===== src/rtl/lst_pkg.sv =====
// Shared constants and codes for the label-steered target selector.
package lst_pkg;

  localparam int MAX_TARGETS = 16;
  localparam int NUM_LABELS  = 6;

  localparam int TGT_W   = 4;
  localparam int CNT_W   = 5;
  localparam int LABEL_W = 3;
  localparam int MASK_W  = 16;
  localparam int LFSR_W  = 16;

  localparam logic [LFSR_W-1:0] LFSR_SEED = 16'hACE1;
  localparam logic [LFSR_W-1:0] LFSR_TAPS = 16'hB400;

  // Request kinds
  localparam logic [1:0] FUNC_POLICY = 2'd0;
  localparam logic [1:0] FUNC_LABEL  = 2'd1;
  localparam logic [1:0] FUNC_TICKET = 2'd2;

  // Result error codes
  localparam logic [1:0] ERR_OK        = 2'd0;
  localparam logic [1:0] ERR_NO_TARGET = 2'd1;
  localparam logic [1:0] ERR_TICKET    = 2'd2;

  // Configuration register indexes
  localparam logic [2:0] CFG_COUNT  = 3'd0;
  localparam logic [2:0] CFG_POLICY = 3'd1;
  localparam logic [2:0] CFG_MASK0  = 3'd2;

endpackage


===== src/rtl/lst_mod_step.sv =====
// Radix-16 remainder step: folds one nibble into a running remainder mod count.
module lst_mod_step import lst_pkg::*; (
  input  logic [TGT_W-1:0] rem_in,
  input  logic [3:0]       nibble,
  input  logic [CNT_W-1:0] count,
  output logic [TGT_W-1:0] rem_out
);

  // Shift in one bit per slice; remainder stays below count so one subtract suffices
  always_comb begin
    logic [CNT_W-1:0] r;
    r = {1'b0, rem_in};
    for (int b = 3; b >= 0; b--) begin
      r = {r[CNT_W-2:0], nibble[b]};
      if (r >= count) begin
        r = r - count;
      end
    end
    rem_out = r[TGT_W-1:0];
  end

endmodule


===== src/rtl/label_steered_target_selector.sv =====
// Top level: picks a target per request by label rotation, ticket or policy.
// Path, accept to out_valid: ticket, round-robin, single-target and error requests go
// straight to the done state; a random pick first runs four nibble steps of the shared remainder
// unit; a label request first searches up to count target slots, one per cycle.
// A new request is taken only after the result registers; out_stall delays that.
// Sync active-low rst_n: count 1, round robin, empty masks, zero pointers, LFSR 0xACE1.
module label_steered_target_selector import lst_pkg::*; (
  input  logic               clk,
  input  logic               rst_n,
  input  logic               in_valid,
  output logic               in_stall,
  input  logic [1:0]         in_func,
  input  logic [LABEL_W-1:0] in_label_id,
  input  logic [TGT_W-1:0]   in_ticket,
  output logic               out_valid,
  input  logic               out_stall,
  output logic [TGT_W-1:0]   out_target,
  output logic [1:0]         out_error,
  input  logic               cfg_valid,
  output logic               cfg_ready,
  input  logic [2:0]         cfg_index,
  input  logic [MASK_W-1:0]  cfg_data
);

  localparam logic [1:0] S_IDLE = 2'd0;
  localparam logic [1:0] S_MOD  = 2'd1;
  localparam logic [1:0] S_SRCH = 2'd2;
  localparam logic [1:0] S_DONE = 2'd3;

  logic [1:0]         state_r, state_nxt;
  logic [CNT_W-1:0]   tc_r;
  logic               pol_r;
  logic [MASK_W-1:0]  mask_r [NUM_LABELS];
  logic [TGT_W-1:0]   lss_r  [NUM_LABELS];
  logic [TGT_W-1:0]   rr_r;
  logic [LFSR_W-1:0]  lfsr_r;

  logic [MASK_W-1:0]  live_r;
  logic [LABEL_W-1:0] label_r;
  logic [TGT_W-1:0]   idx_r;
  logic [TGT_W-1:0]   rem_r;
  logic [1:0]         cnt_r;
  logic [TGT_W-1:0]   res_tgt_r;
  logic [1:0]         res_err_r;

  logic               out_valid_r;
  logic [TGT_W-1:0]   out_tgt_r;
  logic [1:0]         out_err_r;

  logic [CNT_W-1:0]   n_live;
  logic [MASK_W:0]    low_bits;
  logic               label_ok;
  logic [LABEL_W-1:0] lbl_idx;
  logic [MASK_W-1:0]  live_in;
  logic [TGT_W-1:0]   start;
  logic [TGT_W-1:0]   rr_cur;
  logic [CNT_W-1:0]   rr_inc;
  logic [TGT_W-1:0]   rr_adv;
  logic [CNT_W-1:0]   idx_inc;
  logic [TGT_W-1:0]   idx_adv;
  logic [LFSR_W-1:0]  lfsr_nxt;
  logic [3:0]         nibble;
  logic [TGT_W-1:0]   unit_rem;
  logic               accept;
  logic               out_free;

  assign in_stall   = (state_r != S_IDLE);
  assign accept     = in_valid && !in_stall;
  assign out_free   = !out_valid_r || !out_stall;
  assign cfg_ready  = 1'b1;
  assign out_valid  = out_valid_r;
  assign out_target = out_tgt_r;
  assign out_error  = out_err_r;

  // Clamp the configured count into 1..MAX_TARGETS
  always_comb begin
    if (tc_r == '0) begin
      n_live = CNT_W'(1);
    end else if (tc_r > CNT_W'(MAX_TARGETS)) begin
      n_live = CNT_W'(MAX_TARGETS);
    end else begin
      n_live = tc_r;
    end
  end

  // Label lookup: live mask and wrapped search start
  assign low_bits = ({{MASK_W{1'b0}}, 1'b1} << n_live) - {{MASK_W{1'b0}}, 1'b1};
  assign label_ok = (in_label_id < LABEL_W'(NUM_LABELS));
  assign lbl_idx  = label_ok ? in_label_id : '0;
  assign live_in  = mask_r[lbl_idx] & low_bits[MASK_W-1:0];
  assign start    = ({1'b0, lss_r[lbl_idx]} >= n_live) ? '0 : lss_r[lbl_idx];

  // Round-robin pointer and search index advance with wrap
  assign rr_cur  = ({1'b0, rr_r} >= n_live) ? '0 : rr_r;
  assign rr_inc  = {1'b0, rr_cur} + CNT_W'(1);
  assign rr_adv  = (rr_inc >= n_live) ? '0 : rr_inc[TGT_W-1:0];
  assign idx_inc = {1'b0, idx_r} + CNT_W'(1);
  assign idx_adv = (idx_inc >= n_live) ? '0 : idx_inc[TGT_W-1:0];

  // Galois LFSR step
  assign lfsr_nxt = lfsr_r[0] ? ((lfsr_r >> 1) ^ LFSR_TAPS) : (lfsr_r >> 1);

  // Feed the remainder unit from the most significant nibble down
  assign nibble = lfsr_r[{~cnt_r, 2'b00} +: 4];

  lst_mod_step u_mod (
    .rem_in  (rem_r),
    .nibble  (nibble),
    .count   (n_live),
    .rem_out (unit_rem)
  );

  // Sequencer
  always_comb begin
    state_nxt = state_r;
    unique case (state_r)
      S_IDLE: begin
        if (accept) begin
          if (in_func == FUNC_LABEL) begin
            state_nxt = (label_ok && live_in != '0) ? S_SRCH : S_DONE;
          end else if (in_func == FUNC_TICKET || n_live == CNT_W'(1) || !pol_r) begin
            state_nxt = S_DONE;
          end else begin
            state_nxt = S_MOD;
          end
        end
      end
      S_MOD: begin
        if (cnt_r == 2'd3) begin
          state_nxt = S_DONE;
        end
      end
      S_SRCH: begin
        if (live_r[idx_r]) begin
          state_nxt = S_DONE;
        end
      end
      S_DONE: begin
        if (out_free) begin
          state_nxt = S_IDLE;
        end
      end
      default: state_nxt = S_IDLE;
    endcase
  end

  // Control state, configuration and pointers
  always_ff @(posedge clk) begin
    if (!rst_n) begin
      state_r     <= S_IDLE;
      tc_r        <= CNT_W'(1);
      pol_r       <= 1'b0;
      rr_r        <= '0;
      lfsr_r      <= LFSR_SEED;
      out_valid_r <= 1'b0;
      for (int i = 0; i < NUM_LABELS; i++) begin
        mask_r[i] <= '0;
        lss_r[i]  <= '0;
      end
    end else begin
      state_r <= state_nxt;

      // Take configuration writes
      if (cfg_valid && cfg_ready) begin
        unique case (cfg_index)
          CFG_COUNT:  tc_r  <= cfg_data[CNT_W-1:0];
          CFG_POLICY: pol_r <= cfg_data[0];
          default:    mask_r[cfg_index - CFG_MASK0] <= cfg_data;
        endcase
      end

      // Advance pointers that the request consumes
      if (accept && in_func != FUNC_LABEL && in_func != FUNC_TICKET &&
          n_live != CNT_W'(1)) begin
        if (pol_r) begin
          lfsr_r <= lfsr_nxt;
        end else begin
          rr_r <= rr_adv;
        end
      end
      if (state_r == S_SRCH && live_r[idx_r]) begin
        lss_r[label_r] <= idx_adv;
      end

      // Load a new result when free, else drop the one taken
      if (state_r == S_DONE && out_free) begin
        out_valid_r <= 1'b1;
      end else if (out_valid_r && !out_stall) begin
        out_valid_r <= 1'b0;
      end
    end
  end

  // Datapath registers
  always_ff @(posedge clk) begin
    if (accept) begin
      live_r  <= live_in;
      label_r <= lbl_idx;
      idx_r   <= start;
      rem_r   <= '0;
      cnt_r   <= '0;
      if (in_func == FUNC_LABEL) begin
        res_tgt_r <= '0;
        res_err_r <= (!label_ok || live_in == '0) ? ERR_NO_TARGET : ERR_OK;
      end else if (in_func == FUNC_TICKET) begin
        if ({1'b0, in_ticket} < n_live) begin
          res_tgt_r <= in_ticket;
          res_err_r <= ERR_OK;
        end else begin
          res_tgt_r <= '0;
          res_err_r <= ERR_TICKET;
        end
      end else begin
        res_tgt_r <= (n_live != CNT_W'(1) && !pol_r) ? rr_cur : '0;
        res_err_r <= ERR_OK;
      end
    end

    // Remainder steps for a random pick
    if (state_r == S_MOD) begin
      rem_r <= unit_rem;
      cnt_r <= cnt_r + 2'd1;
      if (cnt_r == 2'd3) begin
        res_tgt_r <= unit_rem;
      end
    end

    // Search one slot per cycle
    if (state_r == S_SRCH) begin
      if (live_r[idx_r]) begin
        res_tgt_r <= idx_r;
      end else begin
        idx_r <= idx_adv;
      end
    end

    // Hold result payload while stalled
    if (state_r == S_DONE && out_free) begin
      out_tgt_r <= res_tgt_r;
      out_err_r <= res_err_r;
    end
  end

endmodule


===== config.mk =====
export PLATFORM = sky130hd
export DESIGN_NAME = label_steered_target_selector
export DESIGN_NICKNAME = d
export VERILOG_FILES = /design/src/rtl/lst_pkg.sv /design/src/rtl/lst_mod_step.sv /design/src/rtl/label_steered_target_selector.sv
export SDC_FILE = /design/constraint.sdc
export NUM_CORES = 1
export LEC_CHECK = 0
export BUFFER_PORTS_ARGS = -buffer_cell sky130_fd_sc_hd__buf_2
export CELL_PAD_IN_SITES_DETAIL_PLACEMENT = 0
export CELL_PAD_IN_SITES_GLOBAL_PLACEMENT = 1
export CORE_MARGIN = 10
export CORE_UTILIZATION = 54
export DETAILED_ROUTE_END_ITERATION = 6
export PLACE_DENSITY_LB_ADDON = 0.08
export SLEW_MARGIN = 5
export SYNTH_ARGS = -nofsm -noshare
export SYNTH_HDL_FRONTEND = slang
export SYNTH_SLANG_ARGS = --single-unit

===== constraint.sdc =====
create_clock -name clk -period 11.3 [get_ports clk]
set_input_delay 0 -clock clk [delete_from_list [all_inputs] [get_ports clk]]
set_output_delay 0 -clock clk [all_outputs]
set_load 0.01 [all_outputs]

# Word level (Yosys, flattened, before mapping)
# Memory sizes are Yosys's and may differ from the RTL's.
# Index checks and enable logic that the tools add are counted.
# word_totals
elab_cells,151
n_memories,2
ff_bits,70
ramBits,120
# memory_table
name,words,width,read_ports,rd_ports_with_merged_regs,wr,line,rtl
mask_r,6,16,1,0,6,label_steered_target_selector.sv:33,logic [MASK_W-1:0] mask_r [NUM_LABELS];
lss_r,6,4,1,0,6,label_steered_target_selector.sv:34,logic [TGT_W-1:0] lss_r [NUM_LABELS];
# classes
eq_ne,15
n_mux,58
shift,2
n_addsub,9
n_lt_le_gt_ge,12
bitwise,4
reduce_logical,34
# op_table
cell,count
$mux 4,23
$mux 16,2
$ge 5x5->1,6
$mux 2,11
$and 16x16->16,1
$logic_not 16->1,1
$reduce_bool 16->1,1
$reduce_or 16->1,1
$shiftx 16x5->4,1
$shl 1x5->16 const A,1
$sub 16x1->16 const B,1
$sub 4x4->4,4
$mux 1,15
$add 4x1->5 const B,2
$ge 4x5->1,2
$mux 5,2
$logic_and 1x1->1,9
$mux 3,3
$eq 2x2->1 const B,4
$pmux 2 s4,1
$reduce_and 2->1,4
$ne 2x1->1 const B,3
$ne 2x2->1 const B,3
$reduce_bool 2->1,3
22 further kinds,30

# Longest topological paths before layout
# depth
ltp_word,15
depth_mapped,30
ltp_nobuf,29

# Modules after synthesis
# A second synthesis with hierarchy kept.
# unflattened
hier_cells,963
hier_area_um2,10470.0
# by_module_without_submodules
mod,area_per_inst_um2,cells_each,seq_area_each_um2,n_inst
label_steered_target_selector,9561.7,851,5335.1,1
lst_mod_step,908.4,112,0.0,1

# Worst setup path before layout
# OpenSTA, ideal clock, no wires.
# synth_path
path_kind,reg-to-reg
startpoint,reg tc_r[2]
endpoint,reg res_tgt_r[3]
setup_ns,0.129
required_time_ns,11.171
t_arrival_ns,5.981
path_stages_with_launch,29
synth_period_minus_slack_ns,6.110
path_slack_ns,5.190
cell_sequence,dfxtp_1 > clkbuf_1 > clkbuf_1 > nand2_1 > ha_1 > o21ai_1 > a21oi_1 > o22ai_1 > mux2_1 > ha_1 > a21o_1 > a31oi_1 > o21a_1 > o211ai_1 > nand2_1 > inv_1 > ha_1 > a21o_1 > a31oi_1 > o21ai_1 > mux2i_1 > ha_1 > nor2b_1 > o21a_1 > or3_1 > and3_1 > a311oi_1 > nor2b_1 > o31ai_1
# synth_between
elab_chain_len,15
elab_cells_between_ends,30
cone_classes,add/sub (4); order compare (7); eq/ne (1); mux (16); reduce/logical (2)
# synth_lines
item,line,rtl
start: declaration,label_steered_target_selector.sv:31,logic [CNT_W-1:0] tc_r;
start signal: assignment,label_steered_target_selector.sv:166,CFG_COUNT: tc_r <= cfg_data[CNT_W-1:0];
$gt 5x5->1,label_steered_target_selector.sv:79,end else if (tc_r > CNT_W'(MAX_TARGETS)) begin
$mux 5,label_steered_target_selector.sv:79,
$mux 5 (*),label_steered_target_selector.sv:77,if (tc_r == '0) begin
$sub 4x4->4 or $ge 5x5->1 (tied branches),"lst_mod_step.sv:16, lst_mod_step.sv:15",
$mux 4,lst_mod_step.sv:15,if (r >= count) begin
$sub 4x4->4 or $ge 5x5->1 (tied branches),"lst_mod_step.sv:16, lst_mod_step.sv:15",
$mux 4,lst_mod_step.sv:15,
$sub 4x4->4 or $ge 5x5->1 (tied branches),"lst_mod_step.sv:16, lst_mod_step.sv:15",
$mux 4,lst_mod_step.sv:15,
$sub 4x4->4 or $ge 5x5->1 (tied branches),"lst_mod_step.sv:16, lst_mod_step.sv:15",
$mux 4,lst_mod_step.sv:15,
$mux 4,label_steered_target_selector.sv:223,if (cnt_r == 2'd3) begin
$mux 4 (*),label_steered_target_selector.sv:220,if (state_r == S_MOD) begin
$mux 4,label_steered_target_selector.sv:230,if (live_r[idx_r]) begin
$mux 4 (*),label_steered_target_selector.sv:229,if (state_r == S_SRCH) begin
end signal: assignment,label_steered_target_selector.sv:214,res_tgt_r <= (n_live != CNT_W'(1) && !pol_r) ? rr_cur : '0;
end signal: assignment,label_steered_target_selector.sv:224,res_tgt_r <= unit_rem;
end signal: assignment,label_steered_target_selector.sv:231,res_tgt_r <= idx_r;
end: declaration,label_steered_target_selector.sv:43,logic [TGT_W-1:0] res_tgt_r;
# Mark *: on every way between the ends. The rest lies on a longest branch, timed or not.
# A chain may end at the register's enable or synchronous reset.

# Worst setup path after layout
# layout_path
startpoint,reg tc_r[4]
endpoint,reg res_tgt_r[2]
# layout_between
elab_chain_len,15
elab_cells_between_ends,30
cone_classes,add/sub (4); order compare (7); eq/ne (1); mux (16); reduce/logical (2)
# layout_lines
item,line
$gt 5x5->1,label_steered_target_selector.sv:79
$mux 5,label_steered_target_selector.sv:79
$mux 5 (*),label_steered_target_selector.sv:77
$sub 4x4->4 or $ge 5x5->1 (tied branches),"lst_mod_step.sv:16, lst_mod_step.sv:15"
$mux 4,lst_mod_step.sv:15
$sub 4x4->4 or $ge 5x5->1 (tied branches),"lst_mod_step.sv:16, lst_mod_step.sv:15"
$mux 4,lst_mod_step.sv:15
$ge 5x5->1 or $sub 4x4->4 (tied branches),"lst_mod_step.sv:15, lst_mod_step.sv:16"
$mux 4,lst_mod_step.sv:15
$sub 4x4->4 or $ge 5x5->1 (tied branches),"lst_mod_step.sv:16, lst_mod_step.sv:15"
$mux 4,lst_mod_step.sv:15
$mux 4,label_steered_target_selector.sv:223
$mux 4 (*),label_steered_target_selector.sv:220
$mux 4,label_steered_target_selector.sv:230
$mux 4 (*),label_steered_target_selector.sv:229
# Marked as above.

==> results_dict.tcl <==
set metrics [dict create \
    setup_tns_ns 0 \
    drt-pass1-iter-count 7 \
    grt_usage_pct 20.2 \
    layout_min_cycle_time_ns 7.94 \
    layout-drive-gt1-share_pct 11.8 \
    yosys.cell_count.top_type "edfxtp_1" \
    fin_nets 1081 \
    area_growth_pct 11.2 \
    netlist.area_leader.share_pct 43.8 \
    cp_max_fo 20 \
    cap_viol_max_count 0 \
    syn_area_per_cell_um2 10.9 \
    ant_nets 0 \
    cts_sinks 190 \
    grt_pass1_vias 7337 \
    fin_hold_ws_ns 0.0447 \
    yosysTopAreaCell "edfxtp_1" \
    worst_pin_slew_ns 1.23 \
    cts_max_path_buffers 2 \
    netlist_area_um2 10500 \
    fmax_mhz 126 \
    hold_path.class "input pin to flop" \
    critical_path_class "flop to flop" \
    routabilityCongestion 0.862 \
    cp_num_buf_inv 2 \
    cp_data_arrival_time_ns 8.33 \
    cts_root_buf "clkbuf_16" \
    fp-row-count 50 \
    die_w_um 159 \
    final.period_utilization_pct 70.3 \
    syn_inst 963 \
    num-fill-cells 1540 \
    post-route-util_pct 61.7 \
    synth_commonest_cells "edfxtp_1 (153), nand2_1 (107), nor2_1 (88)" \
    start_util_pct 55.5 \
    drcViolationCount 0 \
    vias 7628 \
    ys_seq_elements 190 \
    setup_violations 0 \
    cp.depth 27 \
    reg2reg_depth 27 \
    wire_per_inst_um 20.7 \
    globalRouteOverflowTotal 0 \
    core_area_um2 18900 \
    post_drt_via_cell_ratio 6.02 \
    die_area_um2 25400 \
    clkTransAtPathRegs_ns 0.08 \
    crit_required_ns 11.68 \
    worst_path_largest_cell_delay_ns 0.79 \
    wl_mm 26.2 \
    cp-start-kind "flop" \
    antenna_cells 0 \
    pre_cts_slack_ns 3.50 \
    synth-edff-count 153 \
    leakage_nw 4.51 \
    dpl_cell_area_um2 10800 \
    synth_async_sr_flop_share_pct 0 \
    dp_hpwl_mm 17.9 \
    yosysSeqAreaShare_pct 50.8 \
    worstSetupEndpointType "flop" \
    placed_cells 1216 \
    htree_num_levels 4 \
    holdPathStages 5 \
    grt_max_degree 49 \
    fin_ws_ns 3.36 \
    outcome "complete, no violations" \
    stdcell_area_um2 11700 \
    antenna_found_initial 0 \
    critical-path-slowest-cell "dfxtp_1" \
    io_pins 42 \
    synth_top_flop_cell "edfxtp_1" \
    stdcell_count 1267 \
    post_cts_resized 0 \
    numCtsBuffers 17 \
    postCtsSetupBuffers 0 \
    power_density_nw_per_um2 278 \
    cts_tree "yes" \
    drt-initial-drc-count 692 \
    clk-insertion-delay-late_ns 0.44 \
    irDropWorstVdd_mv 0.286 \
    grt_first_pass_wirelength_mm 40.8 \
    hold_viol 0 \
    total_power_mw 3.24 \
    rsz0062_at_grt "no" \
    die_h_um 159 \
    ys_warn_count 0 \
    crit_family "compound AO/OA/AOI/OAI gates" \
    final_max_slew_viol_count 0 \
    io_buffer_count 40 \
    synth_area_leaders "edfxtp_1 (44%), dfxtp_1 (7.1%), ha_1 (6.0%), mux2i_1 (4.5%), mux4_2 (3.9%)" \
    max_slew_margin_pct 17.7 \
    yosysUniqueCellTypes 71 \
    skew_ns 0.0133 \
]
-- layer usage --
metal | GRT usage (%) | vias to the layer above | wire length, µm
met5 | 0 | - | 0
met4 | 5.18 | 0 | 331
met3 | 3.56 | 32 | 1470
met2 | 31.8 | 273 | 12100
met1 | 28.1 | 3778 | 12300
li1 | - | 3545 | -
-- placed cells by master (no fill, tap or decap), types with 15 or more instances in the layout --
master / netlist / routed
edfxtp_1: 153 / 153
mux4_2: 18 / 18
clkbuf_16: 0 / 17
mux2i_1: 47 / 47
o21ai_0: 15 / 15
nand2_1: 107 / 107
ha_1: 50 / 50
and2_1: 53 / 53
buf_2: 4 / 40
nor2b_1: 20 / 20
nand3_1: 20 / 20
a21oi_1: 33 / 33
dfxtp_1: 37 / 37
dlygate4sd3_1: 0 / 19
nor2_1: 88 / 88
o21ai_1: 24 / 24
nand2b_1: 17 / 17
inv_1: 44 / 44
a21o_1: 15 / 15
-- report_power, final --
part	switching [mW]	internal [mW]
Sequential	0.0615	0.856
Combinational	0.920	0.761
Clock	0.299	0.342
-- timing repair --
| item | 4_1_cts | 5_1_grt |
|---|---|---|
| hold buffers | 19 | 0 |
| hold endpoints to repair | 95 | 0 |
| setup endpoints to repair | 0 | 0 |
-- worst register-to-register path: stages (launching register included) --
cell,delay (ns)
dfxtp_1,0.79
clkinv_1,0.75
nand2_1,0.64
ha_1,0.39
o21ai_1,0.15
a21oi_1,0.08
o22ai_1,0.25
mux2_1,0.39
ha_1,0.36
a21o_1,0.14
a31oi_1,0.05
o21ai_0,0.42
nand2_1,0.15
nand2_1,0.11
inv_1,0.05
ha_1,0.33
a21o_1,0.13
a31oi_1,0.04
o21ai_1,0.54
mux2i_1,0.43
ha_1,0.25
a21o_1,0.13
a31oi_1,0.05
o21ai_1,0.38
nor2_1,0.11
a221o_1,0.40
a311oi_1,0.30
a21o_1,0.11
-- path summary, 6_finish.rpt --
kind,start,end,slack [ns]
worst max-delay path,tc_r[4],res_tgt_r[2],3.36
worst min-delay path,in_func[1],state_r[0],0.04
worst max register to register,tc_r[4],res_tgt_r[2],3.36
worst min register to register,res_err_r[1],out_error[1],0.42
-- cell families (layout without fill, tap and decap cells) --
family	count (synthesis)	after routing	synth area share [%]
AND/OR/NAND/NOR	349	349	16.2
flip-flops	190	190	50.8
AO/OA/AOI/OAI	170	170	10.8
buffers and inverters	102	145	3.99
multiplexers	82	82	10.2
adder cells (fa/ha/maj)	54	54	6.73
XOR/XNOR	15	15	1.25
other	1	2	0.0357
-- registers in the layout, indices dropped and copies added, names as in the netlist, 2 cells and up --
signal and flops:
mask_r 96, lss_r 24, lfsr_r 16, live_r 16, tc_r 5, idx_r 4, out_target 4, rem_r 4
res_tgt_r 4, rr_r 4, label_r 3, cnt_r 2, out_error 2, res_err_r 2, state_r 2
-- cell type report --
| cell class | count | area [µm²] | share of cell area (%) |
|---|---|---|---|
| timing repair buffer | 65 | 435 | 3.73 |
| clock inverter | 15 | 210 | 1.80 |
| multi-input combinational | 672 | 4750 | 40.7 |
| tap | 260 | 325 | 2.79 |
| clock buffer | 17 | 425 | 3.65 |
| inverter | 48 | 180 | 1.54 |
| sequential | 190 | 5340 | 45.7 |
Note: power is estimated with default switching activity, not from simulation.
